$ cat src/rtl/core/blvf_pkg.sv
package blvf_pkg;

    localparam int SAMPLE_W = 16;
    localparam int DIFF_W   = 17;
    localparam int COEFF_W  = 16;
    localparam int GAIN_W   = 15;
    localparam int RES_W    = 32;
    localparam int ACC_W    = 50;
    localparam int MULA_W   = 33;
    localparam int MULB_W   = 26;
    localparam int PROD_W   = MULA_W + MULB_W;
    localparam int MAG_W    = 25;
    localparam int MIX_W    = 44;
    localparam int ADDR_W   = 4;
    localparam int DATA_W   = 32;

    typedef logic signed [SAMPLE_W-1:0] sample_t;
    typedef logic signed [DIFF_W-1:0]   diff_t;
    typedef logic signed [COEFF_W-1:0]  coeff_t;
    typedef logic        [GAIN_W-1:0]   gain_t;
    typedef logic signed [RES_W-1:0]    res_t;
    typedef logic signed [ACC_W-1:0]    acc_t;
    typedef logic signed [MULA_W-1:0]   mula_t;
    typedef logic signed [MULB_W-1:0]   mulb_t;
    typedef logic signed [PROD_W-1:0]   prod_t;
    typedef logic        [MAG_W-1:0]    mag_t;
    typedef logic signed [MIX_W-1:0]    mix_t;
    typedef logic        [ADDR_W-1:0]   addr_t;
    typedef logic        [DATA_W-1:0]   data_t;
    typedef logic        [1:0]          reg_idx_t;

    localparam reg_idx_t REG_POLE_ONE   = 2'd0;
    localparam reg_idx_t REG_POLE_TWO   = 2'd1;
    localparam reg_idx_t REG_INPUT_GAIN = 2'd2;

    localparam gain_t GAIN_RESET = 15'h7FFF;

endpackage

$ cat src/rtl/core/blvf_in_if.sv
interface blvf_in_if;
    logic              valid;
    logic              ready;
    blvf_pkg::sample_t mouth_pressure;
    blvf_pkg::sample_t bore_pressure;

    modport source (output valid, output mouth_pressure, output bore_pressure, input ready);
    modport sink   (input valid, input mouth_pressure, input bore_pressure, output ready);
endinterface

$ cat src/rtl/core/blvf_out_if.sv
interface blvf_out_if;
    logic              valid;
    logic              ready;
    blvf_pkg::sample_t lip_output;

    modport source (output valid, output lip_output, input ready);
    modport sink   (input valid, input lip_output, output ready);
endinterface

$ cat src/rtl/core/brass_lip_valve_filter_unit.sv
// Brass lip valve filter: each input word (mouth and bore pressure, Q1.15) drives a two-pole
// resonator y = g*(mouth-bore) + a1*y1 + a2*y2 held in saturating Q8.24; the squared output,
// clamped at 1.0, is the lip opening area, and the result word is
// area*mouth + (1-area)*bore in Q1.15, saturated. All five products go one after another
// through a single shared 33x26 multiplier under a small sequencer, and the input stays not
// ready until the result is in the output register, so a new word is accepted only once the
// last one is through. The result is loaded only when the output register is free.
// A finished result waits in the output register while the next word is accepted.
// Coefficients are written over the APB port: a1 at 0x0, a2 at 0x4 (Q2.14), gain at 0x8 (Q0.15).
module brass_lip_valve_filter_unit (
    input  logic                   clk,
    input  logic                   rst_n,
    input  logic                   psel,
    input  logic                   penable,
    input  logic                   pwrite,
    input  blvf_pkg::addr_t        paddr,
    input  blvf_pkg::data_t        pwdata,
    output blvf_pkg::data_t        prdata,
    output logic                   pready,
    blvf_in_if.sink                sample_in,
    blvf_out_if.source             lip_out
);

    typedef enum logic [3:0] {
        S_IDLE,
        S_GAIN,
        S_POLE_ONE,
        S_POLE_TWO,
        S_SUM,
        S_ROUND,
        S_MAG,
        S_SQUARE,
        S_AREA,
        S_MIX,
        S_DONE
    } state_t;

    localparam blvf_pkg::acc_t   ROUND_Y   = 50'sd8192;
    localparam logic signed [35:0] Y_MAX   = 36'sh07FFFFFFF;
    localparam logic signed [35:0] Y_MIN   = -36'sh080000000;
    localparam logic [31:0]      ONE_Q24   = 32'h0100_0000;
    localparam blvf_pkg::mag_t   AREA_ONE  = 25'h100_0000;
    localparam logic [49:0]      ROUND_SQ  = 50'h80_0000;
    localparam blvf_pkg::mix_t   ROUND_MIX = 44'sh80_0000;
    localparam logic signed [19:0] MIX_MAX = 20'sd32767;
    localparam logic signed [19:0] MIX_MIN = -20'sd32768;

    state_t                state_reg;
    blvf_pkg::coeff_t      pole_one_reg;
    blvf_pkg::coeff_t      pole_two_reg;
    blvf_pkg::gain_t       gain_reg;
    blvf_pkg::sample_t     bore_reg;
    blvf_pkg::diff_t       diff_reg;
    blvf_pkg::res_t        y1_reg;
    blvf_pkg::res_t        y2_reg;
    blvf_pkg::acc_t        acc_reg;
    blvf_pkg::prod_t       prod_reg;
    blvf_pkg::mag_t        mag_reg;
    logic                  big_reg;
    blvf_pkg::mag_t        area_reg;
    blvf_pkg::sample_t     out_reg;
    logic                  out_valid_reg;

    blvf_pkg::mula_t       mul_a;
    blvf_pkg::mulb_t       mul_b;
    blvf_pkg::prod_t       mul_p;
    blvf_pkg::acc_t        acc_round;
    logic signed [35:0]    y_wide;
    blvf_pkg::res_t        y_sat;
    logic [31:0]           y_abs;
    logic [49:0]           sq_round;
    blvf_pkg::mix_t        mix_sum;
    logic signed [19:0]    mix_q;
    blvf_pkg::sample_t     mix_sat;
    logic                  cfg_write;
    logic                  out_free;

    assign pready    = 1'b1;
    assign cfg_write = psel && penable && pwrite;

    // configuration registers
    always_ff @(posedge clk or negedge rst_n)
    begin
        if (!rst_n)
        begin
            pole_one_reg <= '0;
            pole_two_reg <= '0;
            gain_reg     <= blvf_pkg::GAIN_RESET;
        end
        else if (cfg_write)
        begin
            case (paddr[3:2])
                blvf_pkg::REG_POLE_ONE:   pole_one_reg <= pwdata[15:0];
                blvf_pkg::REG_POLE_TWO:   pole_two_reg <= pwdata[15:0];
                blvf_pkg::REG_INPUT_GAIN: gain_reg     <= pwdata[14:0];
                default:                  ;
            endcase
        end
    end

    always_comb
    begin
        case (paddr[3:2])
            blvf_pkg::REG_POLE_ONE:   prdata = {16'b0, pole_one_reg};
            blvf_pkg::REG_POLE_TWO:   prdata = {16'b0, pole_two_reg};
            blvf_pkg::REG_INPUT_GAIN: prdata = {17'b0, gain_reg};
            default:                  prdata = '0;
        endcase
    end

    // shared multiplier operand select
    always_comb
    begin
        case (state_reg)
            S_GAIN:
            begin
                mul_a = blvf_pkg::mula_t'(diff_reg);
                mul_b = blvf_pkg::mulb_t'({1'b0, gain_reg});
            end
            S_POLE_ONE:
            begin
                mul_a = blvf_pkg::mula_t'(y1_reg);
                mul_b = blvf_pkg::mulb_t'(pole_one_reg);
            end
            S_POLE_TWO:
            begin
                mul_a = blvf_pkg::mula_t'(y2_reg);
                mul_b = blvf_pkg::mulb_t'(pole_two_reg);
            end
            S_SQUARE:
            begin
                mul_a = blvf_pkg::mula_t'({1'b0, mag_reg});
                mul_b = blvf_pkg::mulb_t'({1'b0, mag_reg});
            end
            S_MIX:
            begin
                mul_a = blvf_pkg::mula_t'(diff_reg);
                mul_b = blvf_pkg::mulb_t'({1'b0, area_reg});
            end
            default:
            begin
                mul_a = '0;
                mul_b = '0;
            end
        endcase
    end

    assign mul_p = mul_a * mul_b;

    // resonator rounding and saturation
    assign acc_round = acc_reg + ROUND_Y;
    assign y_wide    = acc_round[blvf_pkg::ACC_W-1:14];

    always_comb
    begin
        if (y_wide > Y_MAX)
            y_sat = 32'sh7FFF_FFFF;
        else if (y_wide < Y_MIN)
            y_sat = 32'sh8000_0000;
        else
            y_sat = y_wide[31:0];
    end

    assign y_abs    = y1_reg[31] ? 32'(-y1_reg) : 32'(y1_reg);
    assign sq_round = {1'b0, prod_reg[48:0]} + ROUND_SQ;

    // mix: area*diff + bore*2^24, rounded to Q1.15
    assign mix_sum = blvf_pkg::mix_t'(prod_reg)
                   + (blvf_pkg::mix_t'(bore_reg) <<< 24)
                   + ROUND_MIX;
    assign mix_q   = mix_sum[43:24];

    always_comb
    begin
        if (mix_q > MIX_MAX)
            mix_sat = 16'sh7FFF;
        else if (mix_q < MIX_MIN)
            mix_sat = 16'sh8000;
        else
            mix_sat = mix_q[15:0];
    end

    assign out_free = !out_valid_reg || lip_out.ready;

    assign sample_in.ready    = (state_reg == S_IDLE);
    assign lip_out.valid      = out_valid_reg;
    assign lip_out.lip_output = out_reg;

    // sequencer
    always_ff @(posedge clk or negedge rst_n)
    begin
        if (!rst_n)
        begin
            state_reg     <= S_IDLE;
            out_valid_reg <= 1'b0;
            y1_reg        <= '0;
            y2_reg        <= '0;
            bore_reg      <= '0;
            diff_reg      <= '0;
            acc_reg       <= '0;
            prod_reg      <= '0;
            mag_reg       <= '0;
            big_reg       <= 1'b0;
            area_reg      <= '0;
            out_reg       <= '0;
        end
        else
        begin
            if (lip_out.valid && lip_out.ready && (state_reg != S_DONE))
                out_valid_reg <= 1'b0;

            case (state_reg)
                S_IDLE:
                begin
                    if (sample_in.valid)
                    begin
                        bore_reg  <= sample_in.bore_pressure;
                        diff_reg  <= blvf_pkg::diff_t'(sample_in.mouth_pressure)
                                   - blvf_pkg::diff_t'(sample_in.bore_pressure);
                        state_reg <= S_GAIN;
                    end
                end
                S_GAIN:
                begin
                    prod_reg  <= mul_p;
                    state_reg <= S_POLE_ONE;
                end
                S_POLE_ONE:
                begin
                    prod_reg  <= mul_p;
                    acc_reg   <= blvf_pkg::acc_t'(prod_reg) <<< 8;
                    state_reg <= S_POLE_TWO;
                end
                S_POLE_TWO:
                begin
                    prod_reg  <= mul_p;
                    acc_reg   <= acc_reg + blvf_pkg::acc_t'(prod_reg);
                    state_reg <= S_SUM;
                end
                S_SUM:
                begin
                    acc_reg   <= acc_reg + blvf_pkg::acc_t'(prod_reg);
                    state_reg <= S_ROUND;
                end
                S_ROUND:
                begin
                    y2_reg    <= y1_reg;
                    y1_reg    <= y_sat;
                    state_reg <= S_MAG;
                end
                S_MAG:
                begin
                    mag_reg   <= y_abs[blvf_pkg::MAG_W-1:0];
                    big_reg   <= (y_abs > ONE_Q24);
                    state_reg <= S_SQUARE;
                end
                S_SQUARE:
                begin
                    prod_reg  <= mul_p;
                    state_reg <= S_AREA;
                end
                S_AREA:
                begin
                    area_reg  <= big_reg ? AREA_ONE : sq_round[48:24];
                    state_reg <= S_MIX;
                end
                S_MIX:
                begin
                    prod_reg  <= mul_p;
                    state_reg <= S_DONE;
                end
                S_DONE:
                begin
                    if (out_free)
                    begin
                        out_reg       <= mix_sat;
                        out_valid_reg <= 1'b1;
                        state_reg     <= S_IDLE;
                    end
                end
                default:
                begin
                    state_reg <= S_IDLE;
                end
            endcase
        end
    end

endmodule

$ cat src/flat_wrapper.sv
// flat-port wrapper written by rule: the top's interface ports become plain ports
module brass_lip_valve_filter_unit_flat 
  (clk, rst_n, psel, penable, pwrite, paddr, pwdata, prdata, pready, sample_in_valid, sample_in_mouth_pressure, sample_in_bore_pressure, sample_in_ready, lip_out_valid, lip_out_lip_output, lip_out_ready);
  blvf_in_if sample_in_i ();
  blvf_out_if lip_out_i ();
  input  logic clk;
  input  logic rst_n;
  input  logic psel;
  input  logic penable;
  input  logic pwrite;
  input  blvf_pkg::addr_t paddr;
  input  blvf_pkg::data_t pwdata;
  output blvf_pkg::data_t prdata;
  output logic pready;
  input wire logic [$bits(sample_in_i.valid)-1:0] sample_in_valid;
  input wire logic [$bits(sample_in_i.mouth_pressure)-1:0] sample_in_mouth_pressure;
  input wire logic [$bits(sample_in_i.bore_pressure)-1:0] sample_in_bore_pressure;
  output wire logic [$bits(sample_in_i.ready)-1:0] sample_in_ready;
  output wire logic [$bits(lip_out_i.valid)-1:0] lip_out_valid;
  output wire logic [$bits(lip_out_i.lip_output)-1:0] lip_out_lip_output;
  input wire logic [$bits(lip_out_i.ready)-1:0] lip_out_ready;
  assign sample_in_i.valid = sample_in_valid;
  assign sample_in_i.mouth_pressure = sample_in_mouth_pressure;
  assign sample_in_i.bore_pressure = sample_in_bore_pressure;
  assign sample_in_ready = sample_in_i.ready;
  assign lip_out_valid = lip_out_i.valid;
  assign lip_out_lip_output = lip_out_i.lip_output;
  assign lip_out_i.ready = lip_out_ready;
  brass_lip_valve_filter_unit u_core (.clk(clk), .rst_n(rst_n), .psel(psel), .penable(penable), .pwrite(pwrite), .paddr(paddr), .pwdata(pwdata), .prdata(prdata), .pready(pready), .sample_in(sample_in_i), .lip_out(lip_out_i));
endmodule
$ cat config.mk
export PLATFORM = sky130hd
export DESIGN_NAME = brass_lip_valve_filter_unit_flat
export DESIGN_NICKNAME = d
export VERILOG_FILES = /design/src/rtl/core/blvf_pkg.sv /design/src/rtl/core/blvf_in_if.sv /design/src/rtl/core/blvf_out_if.sv /design/src/rtl/core/brass_lip_valve_filter_unit.sv /design/src/flat_wrapper.sv
export SDC_FILE = /design/constraint.sdc
export NUM_CORES = 2
export LEC_CHECK = 0
export BUFFER_PORTS_ARGS = -buffer_cell sky130_fd_sc_hd__buf_2
export CORE_AREA = 8 8 287 289
export DETAILED_ROUTE_END_ITERATION = 16
export DIE_AREA = 0 0 295 297
export PLACE_DENSITY_LB_ADDON = 0.15
export SYNTH_ARGS = -nofsm -noshare
export SYNTH_HDL_FRONTEND = slang
export SYNTH_SLANG_ARGS = --single-unit
$ cat constraint.sdc
create_clock -name clk -period 9.5 [get_ports clk]
set_input_delay 0.95 -clock clk [delete_from_list [all_inputs] [get_ports clk]]
set_output_delay 0.95 -clock clk [all_outputs]
set_load 0.02 [all_outputs]
==> results.json <==
{
  "gr-total-overflow": 0,
  "maxSlewViolCount": 0,
  "drive_above_1_share_pct": 9.16,
  "synth_top_area_cell": "fa_1",
  "yosysTopAreaCellShare_pct": 33.2,
  "numCtsBuffers": 35,
  "io_buffers": 90,
  "finalHoldViolations": 0,
  "fillers": 6697,
  "fin_util_pct": 64.0,
  "cp-end-kind": "flip-flop",
  "instances_no_fill": 6487,
  "dp_hpwl_um": 121000,
  "synth_edf_count": 0,
  "path_clk_slew_ps": 70,
  "start_kind": "flip-flop",
  "drv_cap": 0,
  "dp_cells": 6405,
  "worstSkewPairLatency_ps": 590,
  "diodes": 0,
  "placed_cell_area_mm2": 0.0485,
  "critPathKind": "reg2reg",
  "ff_latch_area_mm2": 0.00793,
  "core.rowCount": 103,
  "cpLargestDelayFamily": "adder cells",
  "critPathMostFrequentCell": "fa_1",
  "slowest_stage": "fa_1",
  "drc_errors": 0,
  "cts_tree": "yes",
  "ctsRootBufferMaster": "clkbuf_16",
  "status": "complete, no violations",
  "arrival_ps": 9710,
  "hp-class": "in2async",
  "start_util_pct": 59.3,
  "vias_per_cell": 5.88,
  "areaGrowthSynthToFinish_pct": 8.06,
  "routedWlPerCell_um": 23.0,
  "final_cell_area_mm2": 0.0499,
  "final_cell_mix": "inv_1, nand2_1, fa_1, nor2_1, dfrtp_1",
  "fin_crit_ps": 9220,
  "ys_seq_area_share_pct": 17.2,
  "fmax_mhz": 108,
  "ys_ff_latch": 316,
  "tightest_slew_ps": 1200,
  "path_buf_inv": 8,
  "slowest_delay_ps": 560,
  "first_pass_iters": 8,
  "ios": 126,
  "syn_area_mm2": 0.0462,
  "antenna_found_initial": 5,
  "critPathMaxFanout": 13,
  "routed-via-count": 38100,
  "die_w_um": 295,
  "synth.top_cells.by_area": "fa_1, dfrtp_1, nand2_1",
  "gp_congestion": 1.06,
  "nets": 6488,
  "fin_worst_skew_ps": 22.6,
  "min_period_over_period_pct": 97.1,
  "setup_viol_count_final": 0,
  "holdWs_ps": 340,
  "die_h_um": 297,
  "cts.htree.levels": 2,
  "layout_commonest_cell": "inv_1",
  "grt_pass1_vias": 38200,
  "core-area_mm2": 0.0780,
  "ys_warn_count": 0,
  "synthDistinctLibCells": 79,
  "grt_first_pass_wirelength_um": 231000,
  "multi_input_area_mm2": 0.0339,
  "first_iter_violations": 3766,
  "die_area_mm2": 0.0876,
  "slew_headroom_pct": 20.0,
  "synth_area_per_cell_um2": 8.63,
  "ys_async_sr_fraction_pct": 100,
  "grt_usage_pct": 34.5,
  "worst-endpoint-required_ps": 9990,
  "synth_ff_type": "dfrtp_1",
  "clock_path_buffers": 3,
  "rsz0062_at_grt": "true",
  "finalWirelength_um": 149000,
  "grt_max_degree": 164,
  "cts.sinks": 316,
  "syn_inst": 5356,
  "ant_nets": 0
}
cells in the mapped netlist (all sizes together) (9+ instances only):
library cell and n:
a211oi 13, a21o 60, a21oi 191, a221o 10, a221oi 15, a222oi 9
a22oi 30, a31oi 36, and2 24, and3 41, and4 27, buf 51
clkbuf 238, dfrtp 301, dfstp 15, fa 766, ha 236, inv 907
mux2 83, mux2i 27, nand2 909, nand2b 24, nand3 79, nand4 46
nor2 492, nor2b 30, nor3 33, nor4 14, o211ai 16, o21a 26
o21ai 197, o21bai 22, o22a 29, o31ai 32, or2 11, or3 15
or4 11, xnor2 115, xor2 91
layout make-up:
class                   count  area share [%]
inverters                 908            6.83
repair buffers            291            4.25
multi-input cells        3859            67.9
well taps                1050            2.63
clock inverters            17           0.579
clock buffers              46            1.90
flip-flops and latches    316            15.9
stage by stage:
stage / TNS [ps] / setup slack (ps)
3_5_place_dp: 0 / 310
3_3_place_gp: 0 / 332
2_1_floorplan: 0 / 687
5_1_grt: -45.7 / -45.7
4_1_cts: 0 / 261
6_report: 0 / 278
worst paths after layout:
kind                                                from                             to  slack (ps)  cells past startpoint
max reg2reg                          u_core.state_reg[1]            u_core.prod_reg[45]         280                     29
max                                  u_core.state_reg[1]            u_core.prod_reg[45]         280                     29
min                                                rst_n         u_core.pole_one_reg[2]         340                      1
min in group clk           u_core.lip_out.lip_output[10]  u_core.lip_out.lip_output[10]         480                      2
min reg2reg                u_core.lip_out.lip_output[10]  u_core.lip_out.lip_output[10]         480                      2
max in group asynchronous                          rst_n            u_core.state_reg[2]        7620                      2
cell families after synthesis:
logic type	Yosys count	share of synthesized area, %
mux	110	2.62
compound gates	747	10.3
buf+inv	1197	9.91
xor+xnor	207	3.95
fa+ha+maj	1002	39.6
other cells	2	0.0163
flops	316	17.2
simple gates	1775	16.5
per-layer routing:
metal	track usage [%]	vias up	wire, um
li1	-	16900	-
met1	47.2	19000	59400
met3	9.84	357	17000
met2	51.6	1865	65800
met5	0	-	25
met4	13.6	4	7060
what timing repair did:
item                       in CTS  in global routing
setup buffers                   0                 18
resized for setup               0                 15
hold endpoints to repair        0                  0
hold buffers                    0                  0
setup endpoints to repair       0                 14
Power is not shown: default switching activity piles up to over one toggle a cycle in this logic, so the estimate is an artifact.
